===== src/assert_macros.svh =====
// Assertion helpers used by the RTL in lru_key_cache.sv.
`ifndef ASSERT_MACROS_SVH
`define ASSERT_MACROS_SVH

// Property checked at every rising edge of clk, disabled while reset is asserted.
`define ASSERT_CLKED(label, clk, rst_n, prop, msg) \
    label: assert property (@(posedge clk) disable iff (!rst_n) (prop)) else $error(msg);

// Implication checked in the cycle after the antecedent, disabled while reset is asserted.
`define ASSERT_NEXT(label, clk, rst_n, ante, cons, msg) \
    label: assert property (@(posedge clk) disable iff (!rst_n) (ante) |=> (cons)) \
        else $error(msg);

`endif


===== src/lkc_pkg.sv =====
package lkc_pkg;

    localparam int KEY_W = 32;
    localparam int CAP_W = 7;
    localparam logic [CAP_W-1:0] CAP_RESET = 7'd64;

    typedef logic signed [KEY_W-1:0] key_t;

    // What a cell does with its stored key when the store is updated.
    typedef enum logic [1:0] {
        CELL_HOLD,
        CELL_SHIFT,
        CELL_LOAD
    } cell_op_t;

    typedef struct packed {
        logic     capture;
        cell_op_t op;
    } cell_ctrl_t;

    typedef enum logic [1:0] {
        S_IDLE,
        S_ENCODE,
        S_UPDATE
    } state_t;

endpackage


===== src/lkc_cell.sv =====
module lkc_cell
    import lkc_pkg::*;
(
    input  logic       clk,
    input  cell_ctrl_t ctrl,
    input  logic       entry_valid,
    input  key_t       probe_key,
    input  key_t       load_key,
    input  key_t       neighbor_key,
    output key_t       key,
    output logic       match
);

    key_t key_reg;
    key_t key_next;
    logic match_reg;
    logic match_next;

    always_comb
    begin
        match_next = match_reg;
        if (ctrl.capture)
        begin
            match_next = entry_valid && (key_reg == probe_key);
        end
    end

    always_comb
    begin
        case (ctrl.op)
            CELL_SHIFT: key_next = neighbor_key;
            CELL_LOAD:  key_next = load_key;
            default:    key_next = key_reg;
        endcase
    end

    always_ff @(posedge clk)
    begin
        key_reg   <= key_next;
        match_reg <= match_next;
    end

    assign key   = key_reg;
    assign match = match_reg;

endmodule


===== src/lkc_encode.sv =====
module lkc_encode
    import lkc_pkg::*;
#(
    parameter int N = 64
)
(
    input  logic                                clk,
    input  logic                                en,
    input  logic [N-1:0]                        match_vec,
    output logic [((N > 1) ? $clog2(N) : 1)-1:0] pos,
    output logic                                hit
);

    localparam int IDX_W = (N > 1) ? $clog2(N) : 1;

    // Cells whose index has bit b set.
    function automatic logic [N-1:0] bit_mask(input int b);
        logic [N-1:0] m;
        m = '0;
        for (int i = 0; i < N; i++)
        begin
            m[i] = ((i >> b) & 1) == 1;
        end
        return m;
    endfunction

    logic [IDX_W-1:0] pos_reg;
    logic [IDX_W-1:0] pos_next;
    logic             hit_reg;
    logic             hit_next;

    // At most one cell matches, so each index bit is an OR over its cells.
    for (genvar b = 0; b < IDX_W; b++)
    begin : g_bit
        assign pos_next[b] = |(match_vec & bit_mask(b));
    end

    assign hit_next = |match_vec;

    always_ff @(posedge clk)
    begin
        if (en)
        begin
            pos_reg <= pos_next;
            hit_reg <= hit_next;
        end
    end

    assign pos = pos_reg;
    assign hit = hit_reg;

endmodule


===== src/lru_key_cache.sv =====
// Fully associative key cache with least-recently-used replacement.
// Keys enter as 32-bit signed words on the s_axis channel; each accepted word
// yields exactly one result word on the m_axis channel, carrying a hit flag,
// an evicted flag and the evicted key (zero when nothing was evicted).
// The store is a row of cells ordered from least recent (cell 0) upward.
// An access runs in three steps: the cells compare the key in parallel, the
// match vector is encoded to a position, and the row then shifts toward
// cell 0 above that position while the new key is loaded at the top.
// The result is valid the cycle after the update; no new word is accepted before
// then, as each lookup depends on the row left by the previous one. The user
// writes the capacity register via cfg_we/cfg_wdata only while idle, which the
// block does not enforce. Zero acts as one and values above MAX_ENTRIES act as
// MAX_ENTRIES. Reset empties the cache and sets the capacity to 64; no clearing
// pass is needed since only cells below the occupancy count take part in compares.
// When the receiver stalls, the finished result waits in the output register and
// the next access holds in its update step until the word is taken.
module lru_key_cache
    import lkc_pkg::*;
#(
    parameter int MAX_ENTRIES = 64
)
(
    input  logic             clk,
    input  logic             rst_n,
    input  logic             s_axis_tvalid,
    output logic             s_axis_tready,
    input  logic [31:0]      s_axis_tdata,   // [31:0] key
    output logic             m_axis_tvalid,
    input  logic             m_axis_tready,
    output logic [39:0]      m_axis_tdata,   // [0] hit, [1] evicted, [33:2] evicted_key, rest 0
    input  logic             cfg_we,
    input  logic [CAP_W-1:0] cfg_wdata
);

    `include "assert_macros.svh"

    localparam int IDX_W = (MAX_ENTRIES > 1) ? $clog2(MAX_ENTRIES) : 1;
    localparam int OCC_W = $clog2(MAX_ENTRIES + 1);
    localparam int CMP_W = (OCC_W > CAP_W) ? OCC_W : CAP_W;
    localparam logic [CMP_W-1:0] MAX_CMP = CMP_W'(MAX_ENTRIES);

    state_t state_reg;
    state_t state_next;

    logic [CAP_W-1:0] capacity_reg;
    logic [CAP_W-1:0] capacity_next;
    logic [OCC_W-1:0] occ_reg;
    logic [OCC_W-1:0] occ_next;
    key_t             probe_reg;

    logic             out_valid_reg;
    logic             out_valid_next;
    logic             out_hit_reg;
    logic             out_evicted_reg;
    key_t             out_ekey_reg;

    // FSM outputs.
    logic accept;
    logic capture;
    logic enc_en;
    logic upd_fire;

    key_t             key_vec   [MAX_ENTRIES];
    logic [MAX_ENTRIES-1:0] match_vec;
    logic [IDX_W-1:0] hit_pos;
    logic             hit;

    logic [CMP_W-1:0] cap_eff;
    logic [CMP_W-1:0] occ_cmp;
    logic             evict;
    logic             shift_en;
    logic [OCC_W-1:0] start_pos;
    logic [OCC_W-1:0] last_pos;

    // Next state.
    always_comb
    begin
        case (state_reg)
            S_IDLE:   state_next = s_axis_tvalid ? S_ENCODE : S_IDLE;
            S_ENCODE: state_next = S_UPDATE;
            S_UPDATE: state_next = (!out_valid_reg || m_axis_tready) ? S_IDLE : S_UPDATE;
            default:  state_next = S_IDLE;
        endcase
    end

    // State-decoded controls.
    always_comb
    begin
        s_axis_tready = 1'b0;
        enc_en        = 1'b0;
        upd_fire      = 1'b0;
        case (state_reg)
            S_IDLE:   s_axis_tready = 1'b1;
            S_ENCODE: enc_en = 1'b1;
            S_UPDATE: upd_fire = !out_valid_reg || m_axis_tready;
            default:  s_axis_tready = 1'b0;
        endcase
    end

    assign accept  = s_axis_tvalid && s_axis_tready;
    assign capture = accept;

    // Capacity as actually applied: zero acts as one, large values saturate.
    always_comb
    begin
        cap_eff = CMP_W'(capacity_reg);
        if (capacity_reg == '0)
        begin
            cap_eff = CMP_W'(1);
        end
        else if (CMP_W'(capacity_reg) > MAX_CMP)
        begin
            cap_eff = MAX_CMP;
        end
    end

    assign occ_cmp   = CMP_W'(occ_reg);
    assign evict     = !hit && (occ_cmp >= cap_eff);
    // A hit or an eviction closes a gap and puts the key at the top used cell.
    assign shift_en  = hit || evict;
    assign start_pos = hit ? OCC_W'(hit_pos) : '0;
    assign last_pos  = occ_reg - OCC_W'(1);

    for (genvar i = 0; i < MAX_ENTRIES; i++)
    begin : g_cell
        cell_ctrl_t ctrl;
        key_t       neighbor;
        logic       entry_valid;

        if (i < MAX_ENTRIES - 1)
        begin : g_mid
            assign neighbor = key_vec[i+1];
        end
        else
        begin : g_top
            assign neighbor = '0;
        end

        assign entry_valid = OCC_W'(i) < occ_reg;

        always_comb
        begin
            ctrl.capture = capture;
            ctrl.op      = CELL_HOLD;
            if (upd_fire)
            begin
                if (shift_en)
                begin
                    if (OCC_W'(i) == last_pos)
                    begin
                        ctrl.op = CELL_LOAD;
                    end
                    else if ((OCC_W'(i) >= start_pos) && (OCC_W'(i) < last_pos))
                    begin
                        ctrl.op = CELL_SHIFT;
                    end
                end
                else if (OCC_W'(i) == occ_reg)
                begin
                    ctrl.op = CELL_LOAD;
                end
            end
        end

        lkc_cell u_cell (
            .clk          (clk),
            .ctrl         (ctrl),
            .entry_valid  (entry_valid),
            .probe_key    (key_t'(s_axis_tdata)),
            .load_key     (probe_reg),
            .neighbor_key (neighbor),
            .key          (key_vec[i]),
            .match        (match_vec[i])
        );
    end

    lkc_encode #(
        .N (MAX_ENTRIES)
    ) u_encode (
        .clk       (clk),
        .en        (enc_en),
        .match_vec (match_vec),
        .pos       (hit_pos),
        .hit       (hit)
    );

    always_comb
    begin
        capacity_next = cfg_we ? cfg_wdata : capacity_reg;
    end

    // Occupancy grows only when a miss finds room.
    always_comb
    begin
        occ_next = occ_reg;
        if (upd_fire && !shift_en)
        begin
            occ_next = occ_reg + OCC_W'(1);
        end
    end

    always_comb
    begin
        out_valid_next = out_valid_reg;
        if (upd_fire)
        begin
            out_valid_next = 1'b1;
        end
        else if (m_axis_tready)
        begin
            out_valid_next = 1'b0;
        end
    end

    always_ff @(posedge clk or negedge rst_n)
    begin
        if (!rst_n)
        begin
            state_reg     <= S_IDLE;
            capacity_reg  <= CAP_RESET;
            occ_reg       <= '0;
            out_valid_reg <= 1'b0;
        end
        else
        begin
            state_reg     <= state_next;
            capacity_reg  <= capacity_next;
            occ_reg       <= occ_next;
            out_valid_reg <= out_valid_next;
        end
    end

    always_ff @(posedge clk)
    begin
        if (accept)
        begin
            probe_reg <= key_t'(s_axis_tdata);
        end
        if (upd_fire)
        begin
            out_hit_reg     <= hit;
            out_evicted_reg <= evict;
            out_ekey_reg    <= evict ? key_vec[0] : '0;
        end
    end

    assign m_axis_tvalid = out_valid_reg;
    assign m_axis_tdata  = {6'd0, out_ekey_reg, out_evicted_reg, out_hit_reg};

    // Keys held are unique, so at most one cell can match.
    `ASSERT_CLKED(a_match_onehot, clk, rst_n,
        (state_reg != S_ENCODE) || $onehot0(match_vec), "more than one cell matched")
    `ASSERT_CLKED(a_occ_bound, clk, rst_n,
        occ_reg <= OCC_W'(MAX_ENTRIES), "occupancy above the number of cells")
    `ASSERT_NEXT(a_occ_grow, clk, rst_n, upd_fire && !shift_en,
        occ_reg == $past(occ_reg) + OCC_W'(1), "append did not grow occupancy")

endmodule


===== config.mk =====
export PLATFORM = sky130hd
export DESIGN_NAME = lru_key_cache
export DESIGN_NICKNAME = d
export VERILOG_FILES = /design/src/lkc_pkg.sv /design/src/lkc_cell.sv /design/src/lkc_encode.sv /design/src/lru_key_cache.sv
export VERILOG_INCLUDE_DIRS = /design/src /design/src/src
export SDC_FILE = /design/constraint.sdc
export NUM_CORES = 2
export LEC_CHECK = 0
export BUFFER_PORTS_ARGS = -buffer_cell sky130_fd_sc_hd__buf_2
export CAP_MARGIN = 20
export CORE_MARGIN = 10
export CORE_UTILIZATION = 55
export DETAILED_ROUTE_END_ITERATION = 12
export PLACE_DENSITY = 0.71
export SLEW_MARGIN = 20
export SYNTH_ARGS = -nofsm -noshare
export SYNTH_HDL_FRONTEND = slang
export SYNTH_HIERARCHICAL = 1
export SYNTH_SLANG_ARGS = --single-unit

===== constraint.sdc =====
create_clock -name clk -period 5.9 [get_ports clk]
set_input_delay 0.59 -clock clk [delete_from_list [all_inputs] [get_ports clk]]
set_output_delay 0.59 -clock clk [all_outputs]
set_load 0.01 [all_outputs]

# ---- Yosys cells after proc, flatten, opt, wreduce, memory -nomap -nowiden
# Cells that the tools add are included.
dict set report classes {
  add_sub_neg 2
  magnitude_cmp 194
  n_eq_ne 320
  n_mux 395
  n_reduce_logical 212
}
# cell count
set ops {}
lappend ops {{case mux 32 bit (2 select lines)} 64}
lappend ops {{== test 32 bit} 64}
lappend ops {{two-way mux 2 bit} 257}
lappend ops {{== test 6 x 7 -> 1 bit, first input constant} 64}
lappend ops {{< comparator 6 x 7 -> 1 bit, first input constant} 64}
lappend ops {{== test 5 x 7 -> 1 bit, first input constant} 32}
lappend ops {{< comparator 5 x 7 -> 1 bit, first input constant} 32}
lappend ops {{greater-or-equal comparator 6 bit, first input constant} 32}
lappend ops {{OR reduction 32 bit} 6}
lappend ops {{logical AND 1 bit} 131}
lappend ops {{== test 2 x 1 -> 1 bit, second input constant} 65}
lappend ops {{== test 2 bit, second input constant} 65}
lappend ops {{nonzero test 2 bit} 65}
lappend ops {{== test 4 x 7 -> 1 bit, first input constant} 16}
lappend ops {{< comparator 4 x 7 -> 1 bit, first input constant} 16}
lappend ops {{greater-or-equal comparator 5 x 6 -> 1 bit, first input constant} 16}
lappend ops {{two-way mux 1 bit} 70}
lappend ops {{OR reduction 64 bit} 1}
lappend ops {{== test 3 x 7 -> 1 bit, first input constant} 8}
lappend ops {{< comparator 3 x 7 -> 1 bit, first input constant} 8}
lappend ops {{greater-or-equal comparator 4 x 6 -> 1 bit, first input constant} 8}
lappend ops {{== test 2 x 7 -> 1 bit, first input constant} 4}
lappend ops {{< comparator 1 x 7 -> 1 bit, first input constant} 4}
lappend ops {{< comparator 2 x 7 -> 1 bit, first input constant} 4}
lappend ops {{15 further kinds} 27}
dict set report word_totals {
  reg_bits 2202
  in_bits 44
  output_inout_bits 42
  word_cells 1261
}

# ---- Depth between registers and ports, before layout
dict set report logic_depth {
  depth_word 10
  ltp_mapped 16
  mapped_depth_nobuf 12
}

# ---- By module
# Netlist, hierarchy kept.
# mod n_inst cells_per_inst area_each_um2 seq_area_each_um2
set by_module_without_submodules {}
lappend by_module_without_submodules {lkc_cell 64 116 1752.9 991.0}
lappend by_module_without_submodules {lru_key_cache 1 820 6940.4 2408.6}
lappend by_module_without_submodules {lkc_encode 1 59 558.0 210.2}

# ---- Worst setup path before layout
# No wires, ideal clock.
dict set report synth_path {
  path_type {input port to flip-flop}
  startpoint {input m_axis_tready}
  endpoint {register g_cell[60].u_cell.key_reg[0], enable pin}
  setup_time_ns 0.387
  arrival_time_ns 3.690
  required_ns 5.513
  slack_ns 1.824
  stages 9
  path_buffers 2
  cell_sequence {nand2b_1 nand2b_1 clkinv_1 o21ai_1 buf_2 buf_1 o22ai_1 ha_1 inv_1}
}
# element line_no
set synth_lines {}
lappend synth_lines {{start, declared} lru_key_cache.sv:29} ;# input logic m_axis_tready,
lappend synth_lines {{end signal, assigned} lkc_cell.sv:39} ;# key_reg <= key_next;
lappend synth_lines {{end, declared} lkc_cell.sv:14} ;# key_t key_reg;

==> metrics.yaml <==
status:
  outcome: "finished, final reports clean"
sta:
  finalCritPeriodShare_pct: 90.2
  report.final.hold_viol_count: 0
  setup_slack_ns: 0.580
  tightest_slew_ns: 1.25
  maxSlewViolCount: 0
  skew_ns: 0.0994
  setup_tns_ns: 0
  finalCriticalPeriod_ns: 5.32
  slew-limit-headroom_pct: 17.0
  rsz0062_at_grt: "false"
  setup-violations-final: 0
  max_freq_mhz: 188
yosys:
  yosysWarningCount: 6
  synth.distinct_cells: 93
  async_flop_share_pct: 0.772
  synth.cell_area_sq_um: 120000
  ys.flop_type: "edfxtp_1"
  yosysSeqAreaShare_pct: 55.2
  ys_ff_latch: 2202
  synthCells: 8303
  synth_edf_count: 2185
  avgSynthCellArea_sq_um: 14.4
setup_path:
  worst-setup-path-type: "reg -> reg"
  required_ns: 6.48
  max_stage_delay_ns: 0.95
  crit_chain: "inv_1 -> ha_1 -> xnor2_1 -> and2_1 -> o2111ai_2 -> o22ai_1 -> ha_1 -> buf_4 -> mux2_2"
  startpoint_type: "flip-flop"
  crit_path_end_kind: "flip-flop"
  cp_common_cell: "ha_1"
  crit_arrival_ns: 5.90
  crit_slowest_cell: "o22ai_1"
  worstPathMaxFanout: 32
pwr:
  p_leak_nw: 44.6
  cellInternalPower_w: 0.0261
  seqPwrFrac_pct: 49.0
  p_switching_w: 0.00953
  irDropWorstVdd_v: 0.000298
  combPwrFrac_pct: 10.7
  p_clk_share_pct: 40.3
  power.density_nw_per_um2: 270
  p_sw_share_pct: 26.7
floorplan:
  die_h_microns: 486
  start_util_pct: 55.2
  rows: 171
  coreArea_sq_um: 217000
  die_x_microns: 486
  die_area_sq_um: 237000
  ios: 86
drt:
  wl_per_cell_microns: 33.0
  firstDrtPassIters: 8
  drtIter0Drc: 8872
  drc: 0
  vias: 74900
  vias_per_cell: 6.40
  routed_wl_microns: 386000
  ant_nets: 0
global_routing:
  grt_antenna_before_repair: 34
  overflow: 0
  grt_pass1_wl_microns: 545000
  grt_pass1_vias: 75000
  grt_start_max_net_pins: 65
  grt_use_total_pct: 31.6
clock_tree:
  clock-root-buffer: "clkbuf_16"
  cts_setup_buffers: 0
  cts_sinks: 2202
  cts_made_buffers: 230
  cts_tree: "built"
  clock_latency_ns: 0.90
  clk_pin_slew_worst_paths_ns: 0.06
  cts_max_path_buffers: 3
  cts_hold_buf: 4
  h-tree-depth: 4
  cts.repair.resized: 0
cells_and_area:
  area_growth_syn_to_layout_pct: 10.4
  largest_reg_flops: 2048
  regArea_sq_um: 66000
  fin_nets: 8768
  final_cell_mix: "edfxtp_1 (2185), xor2_1 (1986), mux2_2 (1928)"
  drive_gt1_share_pct: 31.5
  layout_commonest_cell: "edfxtp_1"
  num-fill-cells: 16500
  multi_input_area_sq_um: 51200
placed_design:
  hpwl_microns: 259000
  gp_congestion: 1.03
  io_buffers: 79
  dp_slack_ns: 0.818
worst_hold_path:
  min_path_type: "in -> reg"
run:
  maxCapViolCount: 0
metrics by stage:
step                hold WS (ns)  util, %  area [sq um]  power, W  cells
floorplan                  0.294        -        120000    0.0192   8340
global placement           0.499     57.5        125000    0.0214  11300
detailed placement         0.520     57.5        125000    0.0214  11300
CTS                      0.00418     60.9        132000    0.0356  11700
global route              0.0416     60.9        132000    0.0365  11700
finish                    0.0698     60.9        132000    0.0357  11700
final cells by class:
| type | instances | share of cell area [%] |
|---|---|---|
| sequential | 2202 | 50.0 |
| multi-input combinational | 5646 | 38.8 |
| clock buffer | 278 | 4.52 |
| tap | 2854 | 2.70 |
| timing repair buffer | 417 | 2.46 |
| clock inverter | 149 | 1.10 |
| inverter | 149 | 0.423 |
| antenna | 12 | 0.0227 |
routing by layer:
metal | track usage (%) | wire [microns] | part of all wire, %
met5 | 0 | 135 | 0.035
met4 | 13.6 | 19400 | 5.0
met3 | 8.94 | 38700 | 10
met2 | 47.4 | 168000 | 44
met1 | 43.0 | 160000 | 41
power groups by stage:
stage               Combinational, W  Sequential, W  Clock, W
finish                       0.00383         0.0175    0.0144
global route                 0.00386         0.0175    0.0151
CTS                          0.00366         0.0175    0.0145
detailed placement           0.00365         0.0178         0
global placement             0.00362         0.0178         0
floorplan                    0.00126         0.0179         0
synthesized netlist by cell type, types with 5 or more instances:
| library cell | instances | area share (%) |
|---|---|---|
| a211oi_1 | 25 | 0.16 |
| a21o_1 | 6 | 0.038 |
| a21oi_1 | 44 | 0.18 |
| and2_1 | 12 | 0.063 |
| and3_1 | 43 | 0.22 |
| buf_1 | 9 | 0.028 |
| buf_2 | 17 | 0.071 |
| buf_4 | 203 | 1.3 |
| clkbuf_1 | 112 | 0.35 |
| dfrtp_1 | 16 | 0.33 |
| edfxtp_1 | 2185 | 55 |
| ha_1 | 78 | 0.82 |
| inv_1 | 146 | 0.46 |
| mux2_1 | 128 | 1.2 |
| mux2_2 | 1928 | 18 |
| nand2_1 | 83 | 0.26 |
| nand2b_1 | 13 | 0.068 |
| nand3_1 | 155 | 0.65 |
| nand4_1 | 77 | 0.40 |
| nor2_1 | 67 | 0.21 |
| nor2b_1 | 7 | 0.037 |
| nor3_1 | 97 | 0.41 |
| nor3_2 | 66 | 0.55 |
| nor4_1 | 479 | 2.5 |
| o211ai_1 | 5 | 0.031 |
| o21ai_0 | 43 | 0.18 |
| o21ai_1 | 5 | 0.021 |
| o21bai_1 | 5 | 0.031 |
| o22ai_1 | 30 | 0.16 |
| o31ai_1 | 5 | 0.031 |
| o32ai_1 | 47 | 0.34 |
| or2_1 | 5 | 0.026 |
| or3_1 | 6 | 0.031 |
| or4_1 | 7 | 0.044 |
| xnor2_1 | 72 | 0.53 |
| xor2_1 | 1986 | 15 |
worst max-delay path, delay by kind of cell, from the launching register on:
family                     cells  cell delay, ns
buffers and inverters          2            0.66
and+or+nand+nor                1            0.58
adders and majority gates      2            1.10
muxes                          1            0.40
xor gates and xnor gates       1            0.22
AOI/OAI and AO/OA              2            1.65
DFF                            1            0.38
kinds of logic (layout without fill, tap and decap cells):
| family | after synthesis | count (layout) | synth area share, % |
|---|---|---|---|
| AND/OR/NAND/NOR | 1152 | 1152 | 5.79 |
| XOR/XNOR | 2058 | 2058 | 15.1 |
| buffers and inverters | 492 | 993 | 2.21 |
| adder cells (fa/ha/maj) | 78 | 78 | 0.815 |
| multiplexers | 2056 | 2056 | 19.3 |
| AO/OA/AOI/OAI | 264 | 264 | 1.60 |
| flip-flops | 2202 | 2202 | 55.2 |
| other | 1 | 50 | 0.00313 |
final timing paths:
path                                                 from                                  to  slack, ns  cells after the start
worst max-delay path               occ_cmp[0]$_DFFE_PN0P_  g_cell[49].u_cell/key[9]$_DFFE_PP_       0.58                      9
worst min-delay path                         cfg_wdata[6]         capacity_reg[6]$_DFFE_PN1P_       0.07                      3
worst max register to register     occ_cmp[0]$_DFFE_PN0P_  g_cell[49].u_cell/key[9]$_DFFE_PP_       0.58                      9
worst min register to register  m_axis_tvalid$_DFFE_PN0P_           m_axis_tvalid$_DFFE_PN0P_       0.53                      2
max in group asynchronous                           rst_n              occ_cmp[3]$_DFFE_PN0P_       5.23                      2
min in group asynchronous                           rst_n              state_reg[1]$_DFF_PN0_       0.23                      2
Power figures use the tool's default switching activity.
